File: src/hw/rtl/fds_pkg.sv
// Shared types and constants for the fall-detection sequencer.
// No dependencies; all other files in hw/rtl but fds_in_if refer to this package by scoped names.
package fds_pkg;

  // Sequencer phase, as reported in each result
  typedef enum logic [2:0] {
    PH_IDLE      = 3'd0,
    PH_SETTLE    = 3'd1,
    PH_CHECK     = 3'd2,
    PH_POSTURE   = 3'd3,
    PH_ALARM     = 3'd4,
    PH_CONFIRMED = 3'd5
  } phase_t;

  typedef enum logic [2:0] {
    EV_NONE      = 3'd0,
    EV_SUSPECTED = 3'd1,
    EV_MOTION    = 3'd2,
    EV_POSTURE   = 3'd3,
    EV_ALARM     = 3'd4,
    EV_CANCELLED = 3'd5,
    EV_CONFIRMED = 3'd6,
    EV_RESOLVED  = 3'd7
  } event_t;

  // Request operation codes; code 3 has no meaning and is ignored
  localparam logic [1:0] OP_SAMPLE = 2'd0;
  localparam logic [1:0] OP_TICK   = 2'd1;
  localparam logic [1:0] OP_KEY    = 2'd2;

  // Configuration register indexes
  localparam int unsigned CFG_IDX_W = 3;
  localparam int unsigned CFG_DATA_W = 16;
  localparam logic [CFG_IDX_W-1:0] REG_SVM_HIGH       = 3'd0;
  localparam logic [CFG_IDX_W-1:0] REG_STILL_BAND     = 3'd1;
  localparam logic [CFG_IDX_W-1:0] REG_ANGLE_CHANGE   = 3'd2;
  localparam logic [CFG_IDX_W-1:0] REG_SETTLE_SAMPLES = 3'd3;
  localparam logic [CFG_IDX_W-1:0] REG_CHECK_SAMPLES  = 3'd4;
  localparam logic [CFG_IDX_W-1:0] REG_ALARM_TICKS    = 3'd5;

  // Register reset values
  localparam logic [15:0] SVM_HIGH_RST       = 16'd8192;
  localparam logic [15:0] STILL_BAND_RST     = 16'd1024;
  localparam logic [14:0] ANGLE_CHANGE_RST   = 15'd3840;
  localparam logic [7:0]  SETTLE_SAMPLES_RST = 8'd10;
  localparam logic [7:0]  CHECK_SAMPLES_RST  = 8'd10;
  localparam logic [7:0]  ALARM_TICKS_RST    = 8'd30;

  // 1 g in 1/4096 g units
  localparam logic [16:0] ONE_G = 17'd4096;

endpackage

File: src/hw/rtl/fds_in_if.sv
// Request channel of the fall-detection sequencer: valid/ready plus item fields.
// Depends on nothing; its field widths are written out here, not taken from fds_pkg.
interface fds_in_if;
  logic               valid;
  logic               ready;
  logic [1:0]         operation;
  logic [15:0]        svm;
  logic signed [14:0] angle;

  modport source (output valid, output operation, output svm, output angle, input ready);
  modport sink   (input valid, input operation, input svm, input angle, output ready);
endinterface

File: src/hw/rtl/fds_out_if.sv
// Result channel of the fall-detection sequencer: valid/ready plus result fields.
// Uses fds_pkg for the phase and event types.
interface fds_out_if;
  logic                valid;
  logic                ready;
  fds_pkg::phase_t     phase;
  logic                buzzer;
  logic                fall_latched;
  logic                send_alert;
  fds_pkg::event_t     event_res;

  modport source (output valid, output phase, output buzzer, output fall_latched,
                  output send_alert, output event_res, input ready);
  modport sink   (input valid, input phase, input buzzer, input fall_latched,
                  input send_alert, input event_res, output ready);
endinterface

File: src/hw/rtl/fall_detect_sequencer_unit.sv
// Fall-detection sequencer top level: phase sequencer, counters and result register.
// Depends on fds_pkg, fds_in_if and fds_out_if.
//
// Each request (sensor sample, alarm tick or key press) gives exactly one result,
// which appears in the result register on the cycle after the request is taken.
// One request is taken every cycle unless the sink stalls: ready is high whenever
// the result register is empty or its current result is being taken in the same
// cycle, so the rate is set by that single result register and the downstream
// side alone. All the work for a request is a few compares and an 8-bit counter
// update. Configuration writes must only be made while no result is outstanding.
module fall_detect_sequencer_unit (
  input  logic                                 clk,
  input  logic                                 rst,
  input  logic                                 cfg_we,
  input  logic [fds_pkg::CFG_IDX_W-1:0]        cfg_index,
  input  logic [fds_pkg::CFG_DATA_W-1:0]       cfg_data,
  fds_in_if.sink                               req_in,
  fds_out_if.source                            res_out
);

  // Configuration registers
  logic [15:0] svm_high;
  logic [15:0] still_band;
  logic [14:0] angle_change;
  logic [7:0]  settle_samples;
  logic [7:0]  check_samples;
  logic [7:0]  alarm_ticks;

  // Sequencer state
  fds_pkg::phase_t    phase_reg;
  fds_pkg::phase_t    phase_next;
  logic signed [14:0] angle_ref;
  logic signed [14:0] angle_ref_next;
  logic [7:0]         step_count;
  logic [7:0]         step_count_next;
  logic               fall_latch;
  logic               fall_latch_next;
  logic               buzzer_reg;
  logic               buzzer_next;

  // Result register
  logic               res_valid;
  fds_pkg::phase_t    res_phase;
  logic               res_buzzer;
  logic               res_fall;
  logic               res_alert;
  fds_pkg::event_t    res_event;

  fds_pkg::event_t    event_c;
  logic               alert_c;

  logic               accept;
  logic               is_sample;
  logic               is_tick;
  logic               is_key;
  logic [7:0]         count_inc;
  logic [7:0]         check_lim;
  logic [7:0]         alarm_lim;
  logic signed [16:0] svm_diff;
  logic [16:0]        svm_dev;
  logic signed [16:0] ang_diff;
  logic [16:0]        ang_chg;
  logic               suspect;
  logic               moving;
  logic               turned;
  logic               settle_done;
  logic               check_done;
  logic               alarm_done;

  assign req_in.ready = !res_valid || res_out.ready;
  assign accept       = req_in.valid && req_in.ready;

  assign is_sample = (req_in.operation == fds_pkg::OP_SAMPLE);
  assign is_tick   = (req_in.operation == fds_pkg::OP_TICK);
  assign is_key    = (req_in.operation == fds_pkg::OP_KEY);

  assign count_inc = step_count + 8'd1;
  // A zero check or alarm count behaves as one
  assign check_lim = (check_samples == 8'd0) ? 8'd1 : check_samples;
  assign alarm_lim = (alarm_ticks == 8'd0) ? 8'd1 : alarm_ticks;

  assign svm_diff = $signed({1'b0, req_in.svm}) - $signed(fds_pkg::ONE_G);
  assign svm_dev  = svm_diff[16] ? 17'(-svm_diff) : 17'(svm_diff);
  assign ang_diff = 17'(req_in.angle) - 17'(angle_ref);
  assign ang_chg  = ang_diff[16] ? 17'(-ang_diff) : 17'(ang_diff);

  assign suspect     = req_in.svm > svm_high;
  assign moving      = svm_dev > {1'b0, still_band};
  assign turned      = ang_chg > {2'b00, angle_change};
  assign settle_done = count_inc >= settle_samples;
  assign check_done  = count_inc >= check_lim;
  assign alarm_done  = count_inc >= alarm_lim;

  // Next phase
  always_comb begin
    phase_next = phase_reg;
    unique case (phase_reg)
      fds_pkg::PH_SETTLE: begin
        if (is_sample && settle_done) phase_next = fds_pkg::PH_CHECK;
      end
      fds_pkg::PH_CHECK: begin
        if (is_sample) begin
          if (moving) phase_next = fds_pkg::PH_IDLE;
          else if (check_done) phase_next = fds_pkg::PH_POSTURE;
        end
      end
      fds_pkg::PH_POSTURE: begin
        if (is_sample) phase_next = turned ? fds_pkg::PH_ALARM : fds_pkg::PH_IDLE;
      end
      fds_pkg::PH_ALARM: begin
        if (is_key) phase_next = fds_pkg::PH_IDLE;
        else if (is_tick && alarm_done) phase_next = fds_pkg::PH_CONFIRMED;
      end
      fds_pkg::PH_CONFIRMED: begin
        if (is_key) phase_next = fds_pkg::PH_IDLE;
      end
      default: begin
        // Unused codes behave as idle
        if (is_sample) begin
          if (!suspect) phase_next = fds_pkg::PH_IDLE;
          else if (settle_samples == 8'd0) phase_next = fds_pkg::PH_CHECK;
          else phase_next = fds_pkg::PH_SETTLE;
        end
      end
    endcase
  end

  // Counter, latches and result fields
  always_comb begin
    step_count_next = step_count;
    angle_ref_next  = angle_ref;
    fall_latch_next = fall_latch;
    buzzer_next     = buzzer_reg;
    event_c         = fds_pkg::EV_NONE;
    alert_c         = 1'b0;
    unique case (phase_reg)
      fds_pkg::PH_SETTLE: begin
        if (is_sample) step_count_next = settle_done ? 8'd0 : count_inc;
      end
      fds_pkg::PH_CHECK: begin
        if (is_sample) begin
          if (moving) begin
            event_c         = fds_pkg::EV_MOTION;
            step_count_next = 8'd0;
          end else begin
            step_count_next = check_done ? 8'd0 : count_inc;
          end
        end
      end
      fds_pkg::PH_POSTURE: begin
        if (is_sample) begin
          step_count_next = 8'd0;
          if (turned) begin
            event_c     = fds_pkg::EV_ALARM;
            buzzer_next = 1'b1;
          end else begin
            event_c = fds_pkg::EV_POSTURE;
          end
        end
      end
      fds_pkg::PH_ALARM: begin
        if (is_key) begin
          event_c         = fds_pkg::EV_CANCELLED;
          buzzer_next     = 1'b0;
          step_count_next = 8'd0;
        end else if (is_tick) begin
          if (alarm_done) begin
            step_count_next = 8'd0;
            fall_latch_next = 1'b1;
            buzzer_next     = 1'b1;
            alert_c         = 1'b1;
            event_c         = fds_pkg::EV_CONFIRMED;
          end else begin
            step_count_next = count_inc;
          end
        end
      end
      fds_pkg::PH_CONFIRMED: begin
        if (is_key) begin
          event_c     = fds_pkg::EV_RESOLVED;
          buzzer_next = 1'b0;
        end else if (is_tick) begin
          event_c     = fds_pkg::EV_CONFIRMED;
          alert_c     = 1'b1;
          buzzer_next = 1'b1;
        end
      end
      default: begin
        if (is_sample) begin
          // Any idle sample drops the confirmed latch
          fall_latch_next = 1'b0;
          if (suspect) begin
            event_c         = fds_pkg::EV_SUSPECTED;
            angle_ref_next  = req_in.angle;
            step_count_next = 8'd0;
          end
        end
      end
    endcase
  end

  always_ff @(posedge clk) begin
    if (rst) begin
      svm_high       <= fds_pkg::SVM_HIGH_RST;
      still_band     <= fds_pkg::STILL_BAND_RST;
      angle_change   <= fds_pkg::ANGLE_CHANGE_RST;
      settle_samples <= fds_pkg::SETTLE_SAMPLES_RST;
      check_samples  <= fds_pkg::CHECK_SAMPLES_RST;
      alarm_ticks    <= fds_pkg::ALARM_TICKS_RST;
    end else if (cfg_we) begin
      unique case (cfg_index)
        fds_pkg::REG_SVM_HIGH:       svm_high       <= cfg_data;
        fds_pkg::REG_STILL_BAND:     still_band     <= cfg_data;
        fds_pkg::REG_ANGLE_CHANGE:   angle_change   <= cfg_data[14:0];
        fds_pkg::REG_SETTLE_SAMPLES: settle_samples <= cfg_data[7:0];
        fds_pkg::REG_CHECK_SAMPLES:  check_samples  <= cfg_data[7:0];
        fds_pkg::REG_ALARM_TICKS:    alarm_ticks    <= cfg_data[7:0];
        default: ;
      endcase
    end
  end

  always_ff @(posedge clk) begin
    if (rst) begin
      phase_reg  <= fds_pkg::PH_IDLE;
      angle_ref  <= '0;
      step_count <= '0;
      fall_latch <= 1'b0;
      buzzer_reg <= 1'b0;
    end else if (accept) begin
      phase_reg  <= phase_next;
      angle_ref  <= angle_ref_next;
      step_count <= step_count_next;
      fall_latch <= fall_latch_next;
      buzzer_reg <= buzzer_next;
    end
  end

  always_ff @(posedge clk) begin
    if (rst) begin
      res_valid <= 1'b0;
    end else if (accept) begin
      res_valid <= 1'b1;
    end else if (res_out.ready) begin
      res_valid <= 1'b0;
    end
  end

  // Hold the result while the sink stalls
  always_ff @(posedge clk) begin
    if (accept) begin
      res_phase  <= phase_next;
      res_buzzer <= buzzer_next;
      res_fall   <= fall_latch_next;
      res_alert  <= alert_c;
      res_event  <= event_c;
    end
  end

  assign res_out.valid        = res_valid;
  assign res_out.phase        = res_phase;
  assign res_out.buzzer       = res_buzzer;
  assign res_out.fall_latched = res_fall;
  assign res_out.send_alert   = res_alert;
  assign res_out.event_res    = res_event;

endmodule

File: src/flat_wrapper.sv
// flat-port wrapper written by rule: the top's interface ports become plain ports
module fall_detect_sequencer_unit_flat 
  (clk, rst, cfg_we, cfg_index, cfg_data, req_in_valid, req_in_operation, req_in_svm, req_in_angle, req_in_ready, res_out_valid, res_out_phase, res_out_buzzer, res_out_fall_latched, res_out_send_alert, res_out_event_res, res_out_ready);
  fds_in_if req_in_i ();
  fds_out_if res_out_i ();
  input  logic clk;
  input  logic rst;
  input  logic cfg_we;
  input  logic [fds_pkg::CFG_IDX_W-1:0] cfg_index;
  input  logic [fds_pkg::CFG_DATA_W-1:0] cfg_data;
  input wire logic [$bits(req_in_i.valid)-1:0] req_in_valid;
  input wire logic [$bits(req_in_i.operation)-1:0] req_in_operation;
  input wire logic [$bits(req_in_i.svm)-1:0] req_in_svm;
  input wire logic [$bits(req_in_i.angle)-1:0] req_in_angle;
  output wire logic [$bits(req_in_i.ready)-1:0] req_in_ready;
  output wire logic [$bits(res_out_i.valid)-1:0] res_out_valid;
  output wire logic [$bits(res_out_i.phase)-1:0] res_out_phase;
  output wire logic [$bits(res_out_i.buzzer)-1:0] res_out_buzzer;
  output wire logic [$bits(res_out_i.fall_latched)-1:0] res_out_fall_latched;
  output wire logic [$bits(res_out_i.send_alert)-1:0] res_out_send_alert;
  output wire logic [$bits(res_out_i.event_res)-1:0] res_out_event_res;
  input wire logic [$bits(res_out_i.ready)-1:0] res_out_ready;
  assign req_in_i.valid = req_in_valid;
  assign req_in_i.operation = req_in_operation;
  assign req_in_i.svm = req_in_svm;
  assign req_in_i.angle = req_in_angle;
  assign req_in_ready = req_in_i.ready;
  assign res_out_valid = res_out_i.valid;
  assign res_out_phase = res_out_i.phase;
  assign res_out_buzzer = res_out_i.buzzer;
  assign res_out_fall_latched = res_out_i.fall_latched;
  assign res_out_send_alert = res_out_i.send_alert;
  assign res_out_event_res = res_out_i.event_res;
  assign res_out_i.ready = res_out_ready;
  fall_detect_sequencer_unit u_core (.clk(clk), .rst(rst), .cfg_we(cfg_we), .cfg_index(cfg_index), .cfg_data(cfg_data), .req_in(req_in_i), .res_out(res_out_i));
endmodule
File: config.mk
export PLATFORM = sky130hd
export DESIGN_NAME = fall_detect_sequencer_unit_flat
export DESIGN_NICKNAME = d
export VERILOG_FILES = /design/src/hw/rtl/fds_pkg.sv /design/src/hw/rtl/fds_in_if.sv /design/src/hw/rtl/fds_out_if.sv /design/src/hw/rtl/fall_detect_sequencer_unit.sv /design/src/flat_wrapper.sv
export SDC_FILE = /design/constraint.sdc
export NUM_CORES = 1
export LEC_CHECK = 0
export BUFFER_PORTS_ARGS = -buffer_cell sky130_fd_sc_hd__buf_2
export CAP_MARGIN = 0
export CORE_MARGIN = 1.5
export CORE_UTILIZATION = 55
export DETAILED_ROUTE_END_ITERATION = 10
export MAX_ROUTING_LAYER = met4
export PLACE_DENSITY = 0.88
export SYNTH_ARGS = -nofsm -noshare
export SYNTH_HDL_FRONTEND = slang
export SYNTH_SLANG_ARGS = --single-unit
File: constraint.sdc
create_clock -name clk -period 3.9 [get_ports clk]
set_clock_uncertainty 0.1 [all_clocks]
set_input_delay 0 -clock clk [delete_from_list [all_inputs] [get_ports clk]]
set_output_delay 0 -clock clk [all_outputs]
set_load 0.005 [all_outputs]
==> flow_metrics.tcl <==
set metrics [dict create \
    area_growth_syn_to_layout_pct 20.2 \
    grtUsageMet3_pct 3.18 \
    ant_nets 0 \
    postSynthCellCount 1025 \
    first_pass_iters 5 \
    coreArea_um2 13800 \
    dieArea_um2 14900 \
    clk_latency_ps 370 \
    ys_async_sr_fraction_pct 0 \
    synth_nets 1178 \
    cts.sinks 109 \
    relSlewSlack_pct 19.7 \
    drtIter0Drc 639 \
    antenna_found_initial 0 \
    crit_path_end_kind "register" \
    yosysWarnings 0 \
    worst_slack_ps -442 \
    tns_ps -2510 \
    syn_area_um2 7780 \
    violations "setup timing" \
    cts_made_buffers 9 \
    max_freq_mhz 230 \
    final_common_cell "nand2_1" \
    grt.met2_usage_pct 47.9 \
    htreeDepth 3 \
    path_class "reg2reg" \
    p_leak_uw 0.00400 \
    top_usage_layer "met2" \
    setup_violations 7 \
    grt_pass1_vias 7487 \
    synth_seq_cells 109 \
    critPathMostFrequentCell "a21oi_2" \
    final_nets 1317 \
    drt_wl_total_um 20700 \
    cpMaxStageDelayCell "or4b_4" \
    use_met1_pct 36.7 \
    cts_buffer_depth 2 \
    ys_types 70 \
    layout_common_cells "179 x nand2_1, 112 x inv_1, 110 x a21oi_1" \
    critPathMaxFanout 5 \
    status "finished, violations left" \
    finalNonFillerCells 1349 \
    routedWlPerCell_um 15.4 \
    row_count 43 \
    num_vias 7868 \
    synth_enable_flop_cells 9 \
    grt_util_all_layers_pct 29.1 \
    hp-class "in2reg" \
    cp.arrival_ps 4350 \
    synthFlopType "dfxtp_1" \
    dp.cells 1291 \
    maxCapViolations 0 \
    worstPathCellList "ha_4, inv_2, fa_2, a21o_1, a21oi_2, xor2_1, o21ai_1, or4b_4, or4_4, o31ai_4, xnor2_1, ha_1, nand2_2, o211ai_1, a21oi_2, nor3_2, a21oi_2, a31oi_1" \
    rsz0062_at_grt "true" \
    fin_crit_ps 4340 \
    dp_hpwl_um 14800 \
    grt_overflow 0 \
    post-route-period-util_pct 111 \
    p_per_area_nw_per_um2 314 \
    routabilityCongestion 0.908 \
    grt_pass1_wl_um 34000 \
    pin_count 68 \
    viasPerCell 5.83 \
    syn_avg_cell_area_um2 7.59 \
    numPortBuffers 67 \
    start_util_pct 56.3 \
    ir_drop_mv 0.192 \
    startpoint_type "register" \
    hold_viol 0 \
    cts_root_buf "clkbuf_16" \
    die_x_um 122 \
    clkTransAtPathRegs_ps 80 \
    synth.yosys.seq_area_share_pct 29.2 \
    worst_pin_slew_ps 1200 \
    chipHeight_um 122 \
    largest_registers "u_core.still_band (16), u_core.svm_high (16)" \
    cts_tree "built" \
    diodes 0 \
    drc 0 \
    cp.required_ps 3910 \
    max_stage_delay_ps 570 \
    drive_gt1_share_pct 15.3 \
    maxSlewViolCount 0 \
    grt_max_degree 94 \
]
==> through the flow <==
step / hold slack [ps] / total power [uW] / utilization (%) / cell area [um2] / worst slack, ps
finish: 39.6 / 2940 / 67.7 / 9360 / -442
global route: 63.8 / 3070 / 67.7 / 9360 / -655
CTS: 37.1 / 2910 / 67.4 / 9320 / -368
detailed placement: 146 / 1860 / 62.2 / 8600 / -350
global placement: 145 / 1830 / 62.2 / 8600 / -251
floorplan: 17.8 / 1630 / - / 7820 / -98.4
==> metal layers <==
layer	vias up	part of all wire, %
li1	3840	-
met5	-	0
met1	3667	44
met2	305	47
met4	0	2.8
met3	56	6.3
==> logic make-up (layout without fill, tap and decap cells) <==
kind of cell,after synthesis,in the layout,share of synthesized area (%)
AO/OA/AOI/OAI,264,264,21.0
flip-flops,109,109,29.2
buffers and inverters,145,289,7.64
adder cells (fa/ha/maj),96,96,15.5
multiplexers,3,3,0.386
XOR/XNOR,41,41,4.61
AND/OR/NAND/NOR,367,367,21.6
==> path summary, 6_finish.rpt <==
| path | from | cells after the start | slack, ps | end |
|---|---|---|---|---|
| setup / recovery | u_core.angle_ref[0]$_SDFFE_PP0P_ | 18 | -440 | u_core.res_out.buzzer$_DFFE_PP_ |
| hold / removal | req_in_operation[0] | 4 | 40 | u_core.res_out.send_alert$_DFFE_PP_ |
| setup reg to reg | u_core.angle_ref[0]$_SDFFE_PP0P_ | 18 | -440 | u_core.res_out.buzzer$_DFFE_PP_ |
| hold reg to reg | u_core.svm_high[3]$_SDFFE_PP0P_ | 2 | 360 | u_core.svm_high[3]$_SDFFE_PP0P_ |
==> critical path: cells and delay by family, from the launching register on <==
| kind | cells | cell delay [ps] |
|---|---|---|
| flops | 1 | 350 |
| xor+xnor | 2 | 370 |
| fa+ha+maj | 3 | 730 |
| buf+inv | 1 | 30 |
| compound gates | 8 | 1310 |
| simple gates | 4 | 1190 |
==> power by group <==
| part | leakage, uW | total, uW | switching, uW | internal (uW) |
|---|---|---|---|---|
| Sequential | 0.000902 | 1180 | 21.5 | 1160 |
| Clock | 0.000163 | 1030 | 476 | 554 |
| Combinational | 0.00293 | 727 | 400 | 327 |
==> cell usage after synthesis (all sizes together), types with 9 or more instances <==
| cell | instances | share of area (%) |
|---|---|---|
| dfxtp | 100 | 26 |
| nand2b | 15 | 1.2 |
| edfxtp | 9 | 3.5 |
| xor2 | 15 | 1.7 |
| a21oi | 115 | 7.4 |
| nand3 | 19 | 1.2 |
| inv | 113 | 5.4 |
| ha | 95 | 15 |
| nor3 | 23 | 1.5 |
| a21o | 24 | 2.3 |
| o21ai | 50 | 3.3 |
| xnor2 | 26 | 2.9 |
| clkbuf | 26 | 1.5 |
| nand2 | 181 | 8.7 |
| nor2 | 61 | 2.9 |
| a211o | 11 | 1.3 |
| nand4 | 17 | 1.4 |
==> final cells by class <==
cell class	count	area [um2]
Clock buffer	10	250
Clock inverter	6	83.8
Fill cell	1043	4470
Inverter	114	428
Multi-Input combinational cell	771	4990
Sequential cell	109	2270
Tap cell	180	225
Timing Repair Buffer	159	1110
==> what timing repair did <==
action | CTS | global route
pin swaps | 1 | 8
endpoints found under the setup margin | 7 | 8
gates resized for setup | 0 | 8
hold buffers | 33 | 0
buffers inserted | 7 | 2
hold endpoints to repair | 87 | 0
Note: power is estimated with default switching activity, not from simulation.
